[config.mk]
export PLATFORM = sky130hd
export DESIGN_NAME = tlb_mmu_with_table_walk
export DESIGN_NICKNAME = d
export VERILOG_FILES = /design/src/rtl/tmmu_pkg.sv /design/src/rtl/tlb_mmu_with_table_walk.sv /design/src/rtl/tmmu_ctrl.sv /design/src/rtl/tmmu_dp.sv
export SDC_FILE = /design/constraint.sdc
export NUM_CORES = 1
export LEC_CHECK = 0
export BUFFER_PORTS_ARGS = -buffer_cell sky130_fd_sc_hd__buf_2
export CELL_PAD_IN_SITES_DETAIL_PLACEMENT = 0
export CELL_PAD_IN_SITES_GLOBAL_PLACEMENT = 2
export CORE_ASPECT_RATIO = 1.2
export CORE_MARGIN = 2
export CORE_UTILIZATION = 44
export CTS_BUF_LIST = sky130_fd_sc_hd__clkbuf_16
export DETAILED_ROUTE_END_ITERATION = 8
export PLACE_DENSITY = 0.87
export SLEW_MARGIN = 20
export SYNTH_ARGS = -nofsm -noshare
export SYNTH_HDL_FRONTEND = slang
export SYNTH_SLANG_ARGS = --single-unit
[constraint.sdc]
create_clock -name clk_i -period 9.19 [get_ports clk_i]
set_input_delay 1.838 -clock clk_i [delete_from_list [all_inputs] [get_ports clk_i]]
set_output_delay 1.838 -clock clk_i [all_outputs]
set_load 0.05 [all_outputs]
[src/rtl/tmmu_pkg.sv]
package tmmu_pkg;

  localparam int unsigned TLB_ENTRIES_DEF   = 4;
  localparam int unsigned TABLE_ENTRIES_DEF = 32;

  // command codes
  localparam logic [1:0] CMD_TRANSLATE  = 2'd0;
  localparam logic [1:0] CMD_RESPONSE   = 2'd1;
  localparam logic [1:0] CMD_INVALIDATE = 2'd2;

  // result kinds
  localparam logic KIND_DONE = 1'b0;
  localparam logic KIND_READ = 1'b1;

  // flag and request bit positions
  localparam int unsigned FLAG_SUPER_BIT  = 3;
  localparam int unsigned FLAG_ACTIVE_BIT = 7;
  localparam int unsigned PAGE_SHIFT      = 16;

  typedef struct packed {
    logic [1:0]  command;
    logic [31:0] virtual_address;
    logic [3:0]  access_request;
    logic [31:0] entry_word;
  } in_item_t;

  typedef struct packed {
    logic        kind;
    logic [31:0] address;
    logic        allowed;
  } out_item_t;

  // controller to datapath
  typedef struct packed {
    logic load;
    logic commit;
  } dp_cmd_t;

  // datapath to controller
  typedef struct packed {
    logic has_result;
  } dp_sts_t;

endpackage

[src/rtl/tlb_mmu_with_table_walk.sv]
// Channel  Direction  Handshake                Payload
// in       input      in_valid_i / in_ready_o    in_data_i  (command, address, access, word)
// out      output     out_valid_o / out_ready_i  out_data_o (kind, address, allowed)
// cfg      input      cfg_we_i, no wait          cfg_wdata_i (table base)
//
// Each item passes the transfer (idle) state, then the execute state in which
// the TLB compare or the table word check runs; the next item is taken only
// once execute ends, so no new item is accepted while one is in execute.
// A result held in the output register does not block input; only an item
// that makes a result while that register is still full waits in execute.
// Reset clears the valid flags, the walk state and the table base; no sweep.
module tlb_mmu_with_table_walk #(
  parameter int unsigned TLB_ENTRIES   = tmmu_pkg::TLB_ENTRIES_DEF,
  parameter int unsigned TABLE_ENTRIES = tmmu_pkg::TABLE_ENTRIES_DEF
) (
  input  logic                clk_i,
  input  logic                rst_ni,
  input  logic                in_valid_i,
  output logic                in_ready_o,
  input  tmmu_pkg::in_item_t  in_data_i,
  output logic                out_valid_o,
  input  logic                out_ready_i,
  output tmmu_pkg::out_item_t out_data_o,
  input  logic                cfg_we_i,
  input  logic [31:0]         cfg_wdata_i
);
  import tmmu_pkg::*;

  dp_cmd_t dp_cmd;
  dp_sts_t dp_sts;

  // sequencing: accept, execute, hand result to the output register
  tmmu_ctrl u_ctrl (
    .clk_i       (clk_i),
    .rst_ni      (rst_ni),
    .in_valid_i  (in_valid_i),
    .in_ready_o  (in_ready_o),
    .out_valid_o (out_valid_o),
    .out_ready_i (out_ready_i),
    .cmd_o       (dp_cmd),
    .sts_i       (dp_sts)
  );

  // TLB, walk state, access check and output register
  tmmu_dp #(
    .TLB_ENTRIES   (TLB_ENTRIES),
    .TABLE_ENTRIES (TABLE_ENTRIES)
  ) u_dp (
    .clk_i       (clk_i),
    .rst_ni      (rst_ni),
    .cfg_we_i    (cfg_we_i),
    .cfg_wdata_i (cfg_wdata_i),
    .in_data_i   (in_data_i),
    .out_data_o  (out_data_o),
    .cmd_i       (dp_cmd),
    .sts_o       (dp_sts)
  );

endmodule

[src/rtl/tmmu_ctrl.sv]
module tmmu_ctrl (
  input  logic              clk_i,
  input  logic              rst_ni,
  input  logic              in_valid_i,
  output logic              in_ready_o,
  output logic              out_valid_o,
  input  logic              out_ready_i,
  output tmmu_pkg::dp_cmd_t cmd_o,
  input  tmmu_pkg::dp_sts_t sts_i
);
  import tmmu_pkg::*;

  localparam logic ST_IDLE = 1'b0;
  localparam logic ST_EXEC = 1'b1;

  logic state_q, state_d;
  logic out_valid_q, out_valid_d;
  logic out_free;

  assign out_free   = !out_valid_q || out_ready_i;
  assign in_ready_o = (state_q == ST_IDLE);

  always_comb begin
    state_d      = state_q;
    cmd_o.load   = 1'b0;
    cmd_o.commit = 1'b0;
    case (state_q)
      ST_IDLE: begin
        if (in_valid_i) begin
          cmd_o.load = 1'b1;
          state_d    = ST_EXEC;
        end
      end
      ST_EXEC: begin
        // a result waits here until the output register can take it
        if (!sts_i.has_result || out_free) begin
          cmd_o.commit = 1'b1;
          state_d      = ST_IDLE;
        end
      end
      default: state_d = ST_IDLE;
    endcase
  end

  always_comb begin
    out_valid_d = out_valid_q;
    if (cmd_o.commit && sts_i.has_result) begin
      out_valid_d = 1'b1;
    end else if (out_ready_i) begin
      out_valid_d = 1'b0;
    end
  end

  always_ff @(posedge clk_i or negedge rst_ni) begin
    if (!rst_ni) begin
      state_q     <= ST_IDLE;
      out_valid_q <= 1'b0;
    end else begin
      state_q     <= state_d;
      out_valid_q <= out_valid_d;
    end
  end

  assign out_valid_o = out_valid_q;

endmodule

[src/rtl/tmmu_dp.sv]
module tmmu_dp #(
  parameter int unsigned TLB_ENTRIES   = tmmu_pkg::TLB_ENTRIES_DEF,
  parameter int unsigned TABLE_ENTRIES = tmmu_pkg::TABLE_ENTRIES_DEF
) (
  input  logic                clk_i,
  input  logic                rst_ni,
  input  logic                cfg_we_i,
  input  logic [31:0]         cfg_wdata_i,
  input  tmmu_pkg::in_item_t  in_data_i,
  output tmmu_pkg::out_item_t out_data_o,
  input  tmmu_pkg::dp_cmd_t   cmd_i,
  output tmmu_pkg::dp_sts_t   sts_o
);
  import tmmu_pkg::*;

  localparam int unsigned VW = $clog2(TLB_ENTRIES);
  localparam int unsigned WW = $clog2(TABLE_ENTRIES + 1);

  in_item_t  item_q;
  out_item_t out_q, res;
  logic [31:0] base_q;

  logic [7:0]  tlb_vp_q [TLB_ENTRIES];
  logic [15:0] tlb_pp_q [TLB_ENTRIES];
  logic [7:0]  tlb_fl_q [TLB_ENTRIES];

  logic [VW-1:0] victim_q;
  logic [WW-1:0] widx_q;
  logic          pend_q;
  logic [31:0]   paddr_q;
  logic [3:0]    pacc_q;

  logic [TLB_ENTRIES-1:0] match, first;
  logic [15:0] hit_pp;
  logic [7:0]  hit_fl;
  logic        hit;
  logic [7:0]  req_vp, pend_vp, w_vp, w_fl;
  logic [15:0] w_pp;
  logic        w_match;
  logic [WW-1:0] idx_inc;
  logic          last;
  logic [31:0]   rd_addr;
  logic          has_result;

  function automatic logic access_ok(logic [7:0] fl, logic [3:0] req);
    if (req[FLAG_SUPER_BIT]) return 1'b1;
    if (fl[FLAG_SUPER_BIT]) return 1'b0;
    return req[2:0] == fl[2:0];
  endfunction

  function automatic out_item_t finish(logic [7:0] fl, logic [15:0] pp,
                                       logic [31:0] va, logic [3:0] req);
    out_item_t r;
    r.kind = KIND_DONE;
    if (access_ok(fl, req)) begin
      r.address = {pp, va[PAGE_SHIFT-1:0]};
      r.allowed = 1'b1;
    end else begin
      r.address = va;
      r.allowed = 1'b0;
    end
    return r;
  endfunction

  // TLB search, lowest matching entry wins
  assign req_vp = item_q.virtual_address[23:16];

  always_comb begin
    for (int i = 0; i < TLB_ENTRIES; i++) begin
      match[i] = tlb_fl_q[i][FLAG_ACTIVE_BIT] && (tlb_vp_q[i] == req_vp);
    end
  end

  assign first = match & (~match + TLB_ENTRIES'(1));
  assign hit   = |match;

  always_comb begin
    hit_pp = '0;
    hit_fl = '0;
    for (int i = 0; i < TLB_ENTRIES; i++) begin
      hit_pp = hit_pp | ({16{first[i]}} & tlb_pp_q[i]);
      hit_fl = hit_fl | ({8{first[i]}} & tlb_fl_q[i]);
    end
  end

  // table word check
  assign pend_vp = paddr_q[23:16];
  assign w_vp    = item_q.entry_word[7:0];
  assign w_fl    = item_q.entry_word[15:8];
  assign w_pp    = item_q.entry_word[31:16];
  assign w_match = (w_vp == pend_vp) && w_fl[FLAG_ACTIVE_BIT];
  assign idx_inc = widx_q + WW'(1);
  assign last    = (idx_inc == WW'(TABLE_ENTRIES));
  assign rd_addr = base_q + (32'(idx_inc) << 2);

  always_comb begin
    has_result  = 1'b0;
    res.kind    = KIND_DONE;
    res.address = item_q.virtual_address;
    res.allowed = 1'b0;
    case (item_q.command)
      CMD_TRANSLATE: begin
        has_result = 1'b1;
        if (base_q == '0) begin
          res.allowed = 1'b1;
        end else if (hit) begin
          res = finish(hit_fl, hit_pp, item_q.virtual_address, item_q.access_request);
        end else begin
          res.kind    = KIND_READ;
          res.address = base_q;
        end
      end
      CMD_RESPONSE: begin
        if (pend_q) begin
          has_result = 1'b1;
          if (w_match) begin
            res = finish(w_fl, w_pp, paddr_q, pacc_q);
          end else if (last) begin
            res.address = paddr_q;
          end else begin
            res.kind    = KIND_READ;
            res.address = rd_addr;
          end
        end
      end
      default: has_result = 1'b0;
    endcase
  end

  assign sts_o.has_result = has_result;

  // item and output registers
  always_ff @(posedge clk_i) begin
    if (cmd_i.load) begin
      item_q <= in_data_i;
    end
    if (cmd_i.commit && has_result) begin
      out_q <= res;
    end
  end

  assign out_data_o = out_q;

  always_ff @(posedge clk_i or negedge rst_ni) begin
    if (!rst_ni) begin
      base_q <= '0;
    end else if (cfg_we_i) begin
      base_q <= cfg_wdata_i;
    end
  end

  // TLB pages, no reset: only read behind an active flag
  always_ff @(posedge clk_i) begin
    if (cmd_i.commit && (item_q.command == CMD_RESPONSE) && pend_q && w_match) begin
      for (int i = 0; i < TLB_ENTRIES; i++) begin
        if (victim_q == VW'(i)) begin
          tlb_vp_q[i] <= pend_vp;
          tlb_pp_q[i] <= w_pp;
        end
      end
    end
  end

  always_ff @(posedge clk_i or negedge rst_ni) begin
    if (!rst_ni) begin
      for (int i = 0; i < TLB_ENTRIES; i++) begin
        tlb_fl_q[i] <= '0;
      end
      victim_q <= '0;
      widx_q   <= '0;
      pend_q   <= 1'b0;
      paddr_q  <= '0;
      pacc_q   <= '0;
    end else if (cmd_i.commit) begin
      case (item_q.command)
        CMD_TRANSLATE: begin
          pend_q <= 1'b0;
          if ((base_q != '0) && !hit) begin
            pend_q  <= 1'b1;
            widx_q  <= '0;
            paddr_q <= item_q.virtual_address;
            pacc_q  <= item_q.access_request;
          end
        end
        CMD_RESPONSE: begin
          if (pend_q) begin
            if (w_match) begin
              for (int i = 0; i < TLB_ENTRIES; i++) begin
                if (victim_q == VW'(i)) begin
                  tlb_fl_q[i] <= w_fl;
                end
              end
              victim_q <= (victim_q == VW'(TLB_ENTRIES - 1)) ? '0 : victim_q + VW'(1);
              pend_q   <= 1'b0;
            end else begin
              widx_q <= idx_inc;
              if (last) begin
                pend_q <= 1'b0;
              end
            end
          end
        end
        CMD_INVALIDATE: begin
          for (int i = 0; i < TLB_ENTRIES; i++) begin
            tlb_fl_q[i] <= '0;
          end
        end
        default: ;
      endcase
    end
  end

endmodule
## After elaboration in Yosys (flattened, before gate mapping)

Memories as Yosys holds them, arrays and structs flattened.
Index checks and enable logic that the tools add are counted.

| word-level totals | value |
|---|---|
| flip-flop bits (word level) | 215 |
| memory bits (writable) | 96 |
| input bits | 107 |
| output and inout bits | 36 |
| logic and storage cells | 200 |
| memories kept | 2 |

| cells by class | value |
|---|---|
| add/sub/neg operators | 4 |
| equal/unequal tests | 21 |
| mux-type cells | 100 |
| bitwise logic cells | 17 |
| reduce and logical (&&, ||, !) cells | 37 |

Memory list:

| memory | words | width | rd ports | clocked after memory_dff | write ports | line | RTL |
|---|---|---|---|---|---|---|---|
| u_dp.tlb_pp_q | 4 | 16 | 4 | 0 | 1 | tmmu_dp.sv:24 | `logic [15:0] tlb_pp_q [TLB_ENTRIES];` |
| u_dp.tlb_vp_q | 4 | 8 | 4 | 0 | 1 | tmmu_dp.sv:23 | `logic [7:0] tlb_vp_q [TLB_ENTRIES];` |

Operators by type and width:

| cell | number |
|---|---|
| $mux W33 | 5 |
| $mux W32 | 3 |
| $pmux W34 S2 | 1 |
| $mux W1 | 65 |
| $and A16 B16 Y16 | 4 |
| $pmux W32 S2 | 1 |
| $mux W8 | 7 |
| $mux W16 | 3 |
| $or A16 B16 Y16 | 3 |
| $reduce_or A16 Y1 | 3 |
| $eq A8 B8 Y1 | 5 |
| $mux W34 | 1 |
| $add A32 B8 Y32 | 1 |
| $logic_not A32 Y1 | 1 |
| $reduce_bool A32 Y1 | 1 |
| $reduce_and A5 Y1 | 5 |
| $reduce_or A8 Y1 | 3 |
| $and A4 B4 Y4 | 5 |
| $mux W6 | 3 |
| $mux W2 | 7 |
| $or A4 B4 Y4 | 3 |
| $pmux W6 S2 | 1 |
| $logic_and A1 B1 Y1 | 10 |
| $ne A2 B2 Y1 const B | 5 |
| 19 further kinds | 33 |

## Longest topological paths before layout

Gate-level depths: netlist of run 1.

| depth | value |
|---|---|
| depth after elaboration | 23 |
| gate-level depth with buffers | 14 |
| gate-level depth less buffers | 13 |

## By module

A second synthesis of run 1 with hierarchy kept.

| unflattened totals | value |
|---|---|
| cell total of the unflattened synthesis | 1012 |
| area, all modules | 13331.5 um^2 |

Modules (own cells, without submodules):

| module | instances | cells an instance | area an instance (um^2) | seq. area each (um^2) |
|---|---|---|---|---|
| tmmu_dp | 1 | 1002 | 13237.7 | 8343.0 |
| tmmu_ctrl | 1 | 10 | 93.8 | 50.0 |

## Least setup slack after synthesis of run 1

OpenSTA, ideal clock, no wires.

| timing path | value |
|---|---|
| path kind | input -> register |
| start | in in_valid_i |
| end | reg u_dp.item_q[0] (netlist name) (enable) |
| setup time | 500 ps |
| arrival time | 4781 ps |
| required time | 8690 ps |
| setup slack | 3909 ps |
| cell stages on the path | 1 |
| buffers on the path | 0 |
| cells stage by stage | nor2b_1 |

| on the way | value |
|---|---|
| longest elaborated chain between the ends | 2 |

Ends and longest elaborated chain:

| element | line | RTL |
|---|---|---|
| from (decl) | tlb_mmu_with_table_walk.sv:18 | `input logic in_valid_i,` |
| $mux W1 | tmmu_ctrl.sv:29 | `if (in_valid_i) begin` |
| $mux W1 | tmmu_ctrl.sv:27 | `case (state_q)` |
| to (signal assigned) | tmmu_dp.sv:135 | `item_q <= in_data_i;` |
| to (decl) | tmmu_dp.sv:19 | `in_item_t item_q;` |

Every way passes these cells.
A chain may end at the register's enable or synchronous reset.

## Final worst setup path of run 1

| timing path | value |
|---|---|
| start | reg u_dp.item_q[53] (netlist name) |
| end | reg u_dp.paddr_q[28] |

| on the way | value |
|---|---|
| longest elaborated chain between the ends | 6 |
| elaborated cells on any way between the ends | 12 |
| those cells by class | 4 x eq/ne; 8 x reduce/logical |

Ends and longest elaborated chain:

| element | line | RTL |
|---|---|---|
| $eq A8 B8 Y1 | tmmu_dp.sv:70 | `match[i] = tlb_fl_q[i][FLAG_ACTIVE_BIT] && (tlb_vp_q[i] == req_vp);` |
| $logic_and A1 B1 Y1 | tmmu_dp.sv:70 |  |
| $reduce_or A4 Y1 * | tmmu_dp.sv:75 | `assign hit = \|match;` |
| $logic_not A1 Y1 * | tmmu_dp.sv:178 | `if ((base_q != '0) && !hit) begin` |
| $logic_and A1 B1 Y1 * | tmmu_dp.sv:178 |  |
| $reduce_and A3 Y1 (no line) * | -- |  |
| to (signal assigned) | tmmu_dp.sv:181 | `paddr_q <= item_q.virtual_address;` |
| to (decl) | tmmu_dp.sv:30 | `logic [31:0] paddr_q;` |

Every way passes the cells marked *; elsewhere a longest branch is shown, timed or not.

==> results.py, run 1 <==
metrics = {
    "floorplan": {
        "initial_core_util_pct": 44.4,
        "pin_count": 143,
        "die_area_um2": 32000,
        "fp.dieW_um": 164,
        "row_count": 70,
        "core_area_um2": 30300,
        "die_h_um": 196,
    },
    "timing": {
        "worst_pin_slew_ns": 1.11,
        "finalSetupViolations": 0,
        "fin_tns_setup_ns": 0,
        "max_freq_mhz": 223,
        "fin_crit_sh_pct": 48.7,
        "fin_crit_ns": 4.48,
        "rsz0062_at_grt": "false",
        "relSlewSlack_pct": 25.6,
        "clock_skew_ns": 0.0222,
        "hold_viol_final": 0,
        "slew_violations": 0,
    },
    "layout": {
        "layout_commonest_cell": "edfxtp_1",
        "finalInstanceArea_um2": 15600,
        "syn_to_final_growth_pct": 15.8,
        "fillerInstances": 2726,
        "drive_gt1_share_pct": 25.3,
        "antenna_cells": 0,
        "fin_nets": 1303,
        "layout_common_cells": "197 x edfxtp_1, 138 x buf_2, 104 x nand2_1",
    },
    "clocking": {
        "cts_tree": "done",
        "htreeDepth": 1,
        "cts_made_buffers": 31,
        "ctsHoldBuffers": 0,
        "worstSkewPairLatency_ns": 0.57,
        "cts_buffer_depth": 3,
        "cts_sinks": 296,
        "cts_setup_buffers": 0,
        "cts-root-buf": "clkbuf_16",
        "clkTransAtPathRegs_ns": 0.06,
        "cts.repair.resized": 0,
    },
    "routing": {
        "viasPerCell": 5.75,
        "drtIter0Drc": 607,
        "wl_per_cell_um": 22.6,
        "drc_errors": 0,
        "drt.antenna.violating_nets": 0,
        "wl_mm": 36.2,
        "vias": 9234,
        "first_pass_iters": 5,
    },
    "global_route": {
        "grt_overflow_total": 0,
        "grt_pass1_wl_mm": 55.2,
        "grt_usage_pct": 22.8,
        "grt_max_degree": 62,
        "grt_pass1_vias": 9155,
        "antenna_found_initial": 0,
    },
    "synth": {
        "synth_top_family_by_area": "compound AO/OA/AOI/OAI gates",
        "synthXorXnorAreaFrac_pct": 4.58,
        "synthMuxAreaShare_pct": 6.53,
        "avgSynthCellArea_um2": 12.9,
        "synth_area_um2": 13500,
        "synth_fa_ha_area_share_pct": 1.17,
        "synth_compound_area_share_pct": 12.0,
        "synth_cells": 1046,
        "ys_warn_count": 0,
        "async_reset_ff_share_pct": 33.4,
        "synth_top_area_share_pct": 44.0,
        "synth_flop_cell": "edfxtp_1",
        "synth_edf_count": 197,
        "synth_fp_nets": 1165,
        "synthTopCellsByArea": "edfxtp_1 44%, dfrtp_1 18%, mux2_2 5.9%, nand2_1 2.9%, xnor2_1 2.5%",
        "synth_largest_area_cell": "edfxtp_1",
        "ys_types": 66,
        "ys_seq_area_share_pct": 62.4,
        "synth-simple-area-share_pct": 10.7,
        "synth_seq_cells": 296,
    },
    "critical_path": {
        "path_cells": "xnor2_1, and2_1, and3_1, buf_4, nor4b_2, nand3_1, nor2_4, buf_4, mux2_2",
        "critPathMaxFanout": 27,
        "crit_top_cell": "buf_4",
        "required_ns": 9.62,
        "crit_arrival_ns": 4.91,
        "rrSetupSlack_ns": 4.71,
        "endpoint_kind": "register",
        "max_stage_delay_ns": 0.68,
        "critPathSlowestCell": "nor4b_2",
        "crit_type": "reg -> reg",
        "cp-start-kind": "register",
    },
    "power": {
        "cellLeakagePower_uw": 0.00596,
        "vdd_ir_drop_max_v": 0.000157,
        "power_density_nw_per_um2": 259,
    },
    "placement": {
        "place_hpwl_mm": 24.5,
        "place_area_um2": 14500,
        "gp_congestion": 0.838,
        "io_buffer_count": 139,
    },
    "outcome": {
        "status": "finished clean",
    },
    "job": {
        "drv_cap": 0,
    },
    "hold_path": {
        "min_path_type": "reg -> reg",
    },
}
-- sequential cells by signal, summed over array words and instances (netlist names), 2 cells and up --
signal	flops
u_dp.pacc_q	4
u_dp.victim_q	2
u_dp.widx_q	6
u_dp.base_q	32
u_dp.out_data_o	34
u_dp.tlb_fl_q	20
u_dp.paddr_q	32
u_dp.tlb_pp_q	64
u_dp.tlb_vp_q	32
u_dp.item_q	67
-- where the power goes --
group          total [uW]  switching (uW)  leakage [uW]  internal [uW]
Combinational         848             530       0.00241            317
Clock                1280             520      0.000520            755
Sequential           1910             218       0.00303           1700
Total                4040            1270       0.00596           2770
-- worst max-delay path: cells and delay by family, from the launching register on --
| family | cells | cell delay, ns |
|---|---|---|
| flops | 1 | 0.61 |
| buf+inv | 2 | 0.74 |
| simple gates | 5 | 2.33 |
| xor+xnor | 1 | 0.26 |
| mux | 1 | 0.39 |
-- worst paths after layout --
path / depth (start not counted) / end / start
worst max-delay path: 9 / u_dp.paddr_q[28]$_DFFE_PN0P_ / u_dp.item_q[53]$_DFFE_PP_
min in group asynchronous: 1 / u_dp.paddr_q[16]$_DFFE_PN0P_ / rst_ni
worst max register to register: 9 / u_dp.paddr_q[28]$_DFFE_PN0P_ / u_dp.item_q[53]$_DFFE_PP_
max in group asynchronous: 2 / u_dp.base_q[3]$_DFFE_PN0P_ / rst_ni
worst min-delay path: 1 / u_dp.tlb_fl_q[7]$_DFFE_PN0P_ / u_dp.tlb_fl_q[7]$_DFFE_PN0P_
worst min register to register: 1 / u_dp.tlb_fl_q[7]$_DFFE_PN0P_ / u_dp.tlb_fl_q[7]$_DFFE_PN0P_
-- cell usage after synthesis, types with 4 or more instances --
cell type,instances
a211oi_1,8
a21o_1,14
a21oi_1,33
a221o_1,5
a221oi_1,11
a222oi_1,5
a22oi_1,20
a31oi_1,5
and2_1,14
and3_1,19
and4_1,5
buf_2,7
buf_6,8
clkbuf_1,35
dfrtp_1,99
edfxtp_1,197
ha_1,11
inv_1,20
mux2_2,70
mux2i_1,9
nand2_1,104
nand2b_1,10
nand3_1,25
nand4_1,15
nor2_1,50
nor2b_1,8
nor3_1,13
nor4_1,11
o211ai_1,11
o21ai_0,62
o21ai_1,7
o221ai_1,11
o31ai_2,6
or4_1,4
xnor2_1,38
xor2_1,25
xor2_2,4
-- layout make-up --
type / count / area [um2] / area share (%)
multi-input combinational: 677 / 4740 / 30.4
clock inverter: 27 / 269 / 1.73
sequential: 296 / 8390 / 53.8
clock buffer: 31 / 776 / 4.98
inverter: 20 / 75.1 / 0.482
timing repair buffer: 158 / 841 / 5.39
tap: 396 / 495 / 3.18
-- logic make-up after synthesis --
| family | Yosys count |
|---|---|
| muxes | 79 |
| and+or+nand+nor | 290 |
| xor gates and xnor gates | 67 |
| DFF | 296 |
| adders and majority gates | 12 |
| buffers and inverters | 73 |
| AOI/OAI and AO/OA | 229 |
-- stage by stage --
stage          instances  power, uW  util (%)  setup WS, ns  hold WS (ns)
6_report            1605       4040      51.4          4.71         0.476
5_1_grt             1605       4220      51.4          4.46         0.494
4_1_cts             1605       4070      51.4          4.64         0.482
3_5_place_dp        1547       2790      48.0          4.68         0.468
3_3_place_gp        1547       2770      48.0          4.70         0.459
2_1_floorplan       1046       2490         -          3.91         0.441
-- layer usage --
metal | part of all wire [%] | GRT usage (%)
met3 | 6.0 | 2.76
met4 | 2.6 | 6.53
met5 | 0 | 0
met2 | 50 | 39.1
met1 | 41 | 30.6
(Power assumes the default switching activity.)
==> run 2: changes to the inputs <==
--- a/config.mk
+++ b/config.mk
@@ -10,10 +10,10 @@
 export CELL_PAD_IN_SITES_GLOBAL_PLACEMENT = 2
 export CORE_ASPECT_RATIO = 1.2
 export CORE_MARGIN = 2
-export CORE_UTILIZATION = 44
+export CORE_UTILIZATION = 37
 export CTS_BUF_LIST = sky130_fd_sc_hd__clkbuf_16
 export DETAILED_ROUTE_END_ITERATION = 8
-export PLACE_DENSITY = 0.87
+export PLACE_DENSITY = 0.78
 export SLEW_MARGIN = 20
 export SYNTH_ARGS = -nofsm -noshare
 export SYNTH_HDL_FRONTEND = slang
==> constraint.sdc (replaced) <==
create_clock -name clk_i -period 3.8 [get_ports clk_i]
set_input_delay 0.76 -clock clk_i [delete_from_list [all_inputs] [get_ports clk_i]]
set_output_delay 0.76 -clock clk_i [all_outputs]
set_load 0.05 [all_outputs]
==> results.py, run 2 (synthesis results as in run 1) <==
metrics = {
    "timing": {
        "hold_viol_final": 0,
        "fin_crit_sh_pct": 94.0,
        "worst_pin_slew_ns": 0.988,
        "relSlewSlack_pct": 34.1,
        "fin_tns_setup_ns": 0,
        "slew_violations": 0,
        "clock_skew_ns": 0.0171,
        "max_freq_mhz": 280,
        "setup_ws_ns": 0.229,
        "timing.hold.ws_ns": 0.186,
        "fin_crit_ns": 3.57,
        "rsz0062_at_grt": "false",
        "finalSetupViolations": 0,
    },
    "power": {
        "p_sw_uw": 3180,
        "cellLeakagePower_uw": 0.00615,
        "p_seq_share_pct": 46.4,
        "clkPwrFrac_pct": 30.8,
        "switching_share_pct": 32.3,
        "p_int_uw": 6670,
        "vdd_ir_drop_max_v": 0.000384,
        "comb_power_share_pct": 22.8,
        "power.total_uw": 9850,
        "power_density_nw_per_um2": 614,
    },
    "routing": {
        "drtIter0Drc": 559,
        "wl_mm": 38.0,
        "viasPerCell": 5.42,
        "wl_per_cell_um": 22.2,
        "first_pass_iters": 5,
        "vias": 9269,
        "drc_errors": 0,
        "drt.antenna.violating_nets": 0,
    },
    "critical_path": {
        "max_stage_delay_ns": 0.73,
        "critPathSlowestCell": "nor4b_2",
        "cp-start-kind": "register",
        "required_ns": 4.28,
        "path_cells": "buf_4, xnor2_1, nand4_1, nor3_1, buf_4, nor4b_2, nand3_1, buf_12, nor2_4, buf_12, mux2_2",
        "critPathMaxFanout": 21,
        "crit_arrival_ns": 4.05,
        "crit_type": "reg -> reg",
        "endpoint_kind": "register",
    },
    "job": {
        "drv_cap": 0,
    },
    "layout": {
        "fin_nets": 1337,
        "layout_common_cells": "197 x edfxtp_1, 138 x buf_2, 104 x nand2_1",
        "syn_to_final_growth_pct": 19.2,
        "largest_reg_flops": 67,
        "drive_gt1_share_pct": 27.2,
        "instances_no_fill": 1711,
        "antenna_cells": 0,
        "layout_commonest_cell": "edfxtp_1",
        "fillerInstances": 3313,
        "top_register": "u_dp.item_q",
    },
    "clocking": {
        "ctsHoldBuffers": 0,
        "cts-root-buf": "clkbuf_16",
        "htreeDepth": 1,
        "cts_tree": "done",
        "worstSkewPairLatency_ns": 0.59,
        "cts_setup_buffers": 0,
        "clkTransAtPathRegs_ns": 0.06,
        "cts_sinks": 296,
        "cts_buffer_depth": 3,
        "cts_made_buffers": 31,
    },
    "floorplan": {
        "pin_count": 143,
        "fp.dieW_um": 178,
        "row_count": 76,
        "initial_core_util_pct": 37.5,
        "core_area_um2": 35800,
        "die_area_um2": 37900,
        "die_h_um": 213,
    },
    "global_route": {
        "grt_max_degree": 68,
        "antenna_found_initial": 0,
        "grt_overflow_total": 0,
        "grt_usage_pct": 20.3,
        "grt_pass1_wl_mm": 57.4,
        "grt_pass1_vias": 9450,
    },
    "placement": {
        "io_buffer_count": 139,
        "place_hpwl_mm": 26.5,
        "place.detailed.instances": 1653,
        "gp_congestion": 0.846,
        "pre_cts_slack_ns": 0.171,
    },
    "outcome": {
        "status": "finished clean",
    },
    "hold_path": {
        "min_path_type": "in -> async",
    },
}
run 2: cell count changes in the layout (fill, tap and decap cells not counted), sizes merged:
cell,change
buf,+34
bufinv,-2
clkinv,+5
clkinvlp,-2
inv,-1
run 2: power by group through the flow:
stage | Clock [uW] | Combinational [uW] | Sequential (uW)
finish | 3040 | 2240 | 4570
global route | 3220 | 2440 | 4640
CTS | 3100 | 2270 | 4570
detailed placement | 0 | 2250 | 4630
global placement | 0 | 2220 | 4620
floorplan | 0 | 1270 | 4730
run 2: layout make-up:
type                    instances  area [um2]  area share [%]
repair buffers                192        1230            7.69
clock inverters                27         233            1.45
well taps                     468         586            3.65
inverters                      20        75.1           0.468
multi-input cells             677        4750            29.6
flip-flops and latches        296        8390            52.3
clock buffers                  31         776            4.84
run 2: worst max-delay path: cells and delay by family (launching register included):
kind                      cells  cell delay (ns)
DFF                           1             0.56
and+or+nand+nor               5             1.47
xor gates and xnor gates      1             0.14
buffers and inverters         4             0.90
muxes                         1             0.35
run 2: metal layers:
metal,GRT usage (%),up-vias,share of wire (%)
met3,2.53,75,4.9
li1,-,4283,-
met4,6.47,0,2.7
met1,25.6,4645,41
met5,0,-,0
met2,36.2,266,51
run 2: worst paths after layout:
| check | startpoint | endpoint | slack [ns] | depth (start not counted) |
|---|---|---|---|---|
| max | u_dp.item_q[52]$_DFFE_PP_ | u_dp.paddr_q[18]$_DFFE_PN0P_ | 0.23 | 11 |
| min | rst_ni | u_dp.paddr_q[21]$_DFFE_PN0P_ | 0.19 | 1 |
| max reg2reg | u_dp.item_q[52]$_DFFE_PP_ | u_dp.paddr_q[18]$_DFFE_PN0P_ | 0.23 | 11 |
| min reg2reg | u_dp.tlb_fl_q[0]$_DFFE_PN0P_ | u_dp.tlb_fl_q[0]$_DFFE_PN0P_ | 0.48 | 2 |
| max in group asynchronous | rst_ni | u_dp.base_q[3]$_DFFE_PN0P_ | 2.82 | 2 |
| min in group clk_i | in_data_i[24] | u_dp.item_q[24]$_DFFE_PP_ | 0.34 | 1 |
run 2: through the flow:
stage               utilization [%]  instance area, um2
global route                   44.7               16000
finish                         44.7               16000
floorplan                         -               13500
global placement               41.9               15000
CTS                            44.7               16000
detailed placement             41.9               15000
run 2: repair_timing:
item                       4_1_cts  5_1_grt
hold endpoints to repair         0        0
resized for setup                0        1
setup endpoints to repair        0        5
==> run 3: changes to the inputs <==
--- a/config.mk
+++ b/config.mk
@@ -13,7 +13,10 @@
 export CORE_UTILIZATION = 37
 export CTS_BUF_LIST = sky130_fd_sc_hd__clkbuf_16
 export DETAILED_ROUTE_END_ITERATION = 8
+export HOLD_SLACK_MARGIN = 0.12
+export MAX_ROUTING_LAYER = met4
 export PLACE_DENSITY = 0.78
+export REMOVE_ABC_BUFFERS = 1
 export SLEW_MARGIN = 20
 export SYNTH_ARGS = -nofsm -noshare
 export SYNTH_HDL_FRONTEND = slang
==> results.py, run 3 (synthesis results as in run 1) <==
metrics = {
    "critical_path": {
        "crit_type": "reg -> reg",
        "critPathCapture": "u_dp.out_data_o[31]$_DFFE_PP_",
        "crit_arrival_ns": 3.86,
        "worstReg2RegStart": "u_dp.item_q[59]$_DFFE_PP_",
        "endpoint_kind": "register",
        "cp-start-kind": "register",
        "ff2ff_path_depth": 11,
        "reg2reg_to": "u_dp.out_data_o[31]$_DFFE_PP_",
        "rrSetupSlack_ns": 0.22,
        "crit_start": "u_dp.item_q[59]$_DFFE_PP_",
        "required_ns": 4.08,
        "critPathMaxFanout": 26,
    },
    "placement": {
        "place_area_um2": 14900,
        "pre_cts_slack_ns": 0.228,
        "gp_congestion": 0.820,
        "place_hpwl_mm": 26.3,
        "io_buffer_count": 139,
    },
    "clocking": {
        "cts.repair.resized": 0,
        "ctsHoldBuffers": 0,
        "clkTransAtPathRegs_ns": 0.06,
        "cts-root-buf": "clkbuf_16",
        "cts_sinks": 296,
        "cts_tree": "done",
        "htreeDepth": 2,
        "worstSkewPairLatency_ns": 0.53,
        "cts_setup_buffers": 0,
        "cts_buffer_depth": 3,
        "cts_made_buffers": 34,
    },
    "timing": {
        "slew_violations": 0,
        "rsz0062_at_grt": "false",
        "fin_crit_ns": 3.58,
        "hold_viol_final": 0,
        "max_freq_mhz": 279,
        "worst_pin_slew_ns": 1.09,
        "clock_skew_ns": 0.0168,
        "relSlewSlack_pct": 27.5,
        "setup_ws_ns": 0.216,
        "fin_crit_sh_pct": 94.3,
        "finalSetupViolations": 0,
        "timing.hold.ws_ns": 0.343,
    },
    "global_route": {
        "grt_usage_pct": 20.9,
        "busiest_layer": "met2",
        "use_met1_pct": 25.3,
        "grt_overflow_total": 0,
        "grt_util_met2_pct": 36.6,
        "grt_pass1_wl_mm": 57.0,
        "grt_use_met3_pct": 2.81,
        "grt_pass1_vias": 9209,
        "grt_max_degree": 68,
        "antenna_found_initial": 0,
    },
    "layout": {
        "multi_input_area_um2": 4740,
        "top_register": "u_dp.item_q",
        "largest_reg_flops": 67,
        "finalInstanceArea_um2": 16000,
        "fillerInstances": 3278,
        "layout_commonest_cell": "edfxtp_1",
        "layout_common_cells": "197 x edfxtp_1, 138 x buf_2, 104 x nand2_1",
        "syn_to_final_growth_pct": 19.2,
        "post-route-util_pct": 44.7,
        "drive_gt1_share_pct": 26.8,
        "fin_nets": 1335,
        "antenna_cells": 0,
        "seqCellArea_um2": 8390,
    },
    "routing": {
        "drtIter0Drc": 796,
        "wl_mm": 38.1,
        "drc_errors": 0,
        "wl_per_cell_um": 22.3,
        "first_pass_iters": 7,
        "viasPerCell": 5.44,
        "drt.antenna.violating_nets": 0,
        "vias": 9290,
    },
    "floorplan": {
        "die_area_um2": 37900,
        "row_count": 76,
        "pin_count": 143,
        "initial_core_util_pct": 37.5,
        "die_h_um": 213,
        "core_area_um2": 35800,
        "fp.dieW_um": 178,
    },
    "power": {
        "clkPwrFrac_pct": 32.4,
        "cellLeakagePower_uw": 0.00616,
        "p_seq_share_pct": 45.4,
        "p_sw_uw": 3170,
        "p_int_uw": 6900,
        "vdd_ir_drop_max_v": 0.000421,
        "comb_power_share_pct": 22.2,
        "switching_share_pct": 31.5,
        "power_density_nw_per_um2": 628,
    },
    "outcome": {
        "status": "finished clean",
    },
    "hold_path": {
        "min_path_type": "in -> async",
    },
    "job": {
        "drv_cap": 0,
    },
}
run 3: layout make-up:
class | count | area share (%)
clock inverter | 26 | 1.47
inverter | 20 | 0.468
clock buffer | 35 | 5.46
timing repair buffer | 187 | 7.07
multi-input combinational | 677 | 29.5
sequential | 296 | 52.3
tap | 468 | 3.65
run 3: per-stage QoR:
stage,power [uW],instances,setup TNS [ns]
2_1_floorplan,5950,993,-43.98
3_3_place_gp,6840,1648,0
3_5_place_dp,6880,1648,0
4_1_cts,10200,1709,0
5_1_grt,10500,1709,0
6_report,10100,1709,0
run 3: how the worst min path moves through the flow:
stage                                     to  slack, ns
6_report        u_dp.paddr_q[18]$_DFFE_PN0P_       0.34
3_5_place_dp   u_dp.tlb_fl_q[11]$_DFFE_PN0P_       0.47
5_1_grt         u_dp.paddr_q[18]$_DFFE_PN0P_       0.39
4_1_cts         u_dp.paddr_q[18]$_DFFE_PN0P_       0.37
2_1_floorplan  u_dp.tlb_fl_q[26]$_DFFE_PN0P_       0.44
3_3_place_gp   u_dp.tlb_fl_q[11]$_DFFE_PN0P_       0.46
run 3: power by group through the flow:
stage,clock network (uW),registers (uW),logic [uW]
after global routing,3470,4630,2430
final,3270,4570,2230
after CTS,3340,4570,2260
after detailed placement,0,4630,2240
after floorplan,0,4790,1160
after global placement,0,4620,2220
run 3: per-layer routing:
layer	vias to the layer above	share of wire [%]
li1	4276	-
met1	4672	40
met2	285	52
met3	57	5.0
met4	0	2.4
met5	-	0
run 3: worst max-delay path, stage by stage (launching register included):
cell,delay [ns]
edfxtp_1,0.51
buf_4,0.22
xnor2_1,0.18
nand3_1,0.13
or4_1,0.80
nor2_1,0.18
o211ai_1,0.12
o221a_4,0.15
o41ai_4,0.41
buf_12,0.24
o21ai_0,0.10
a211o_1,0.29
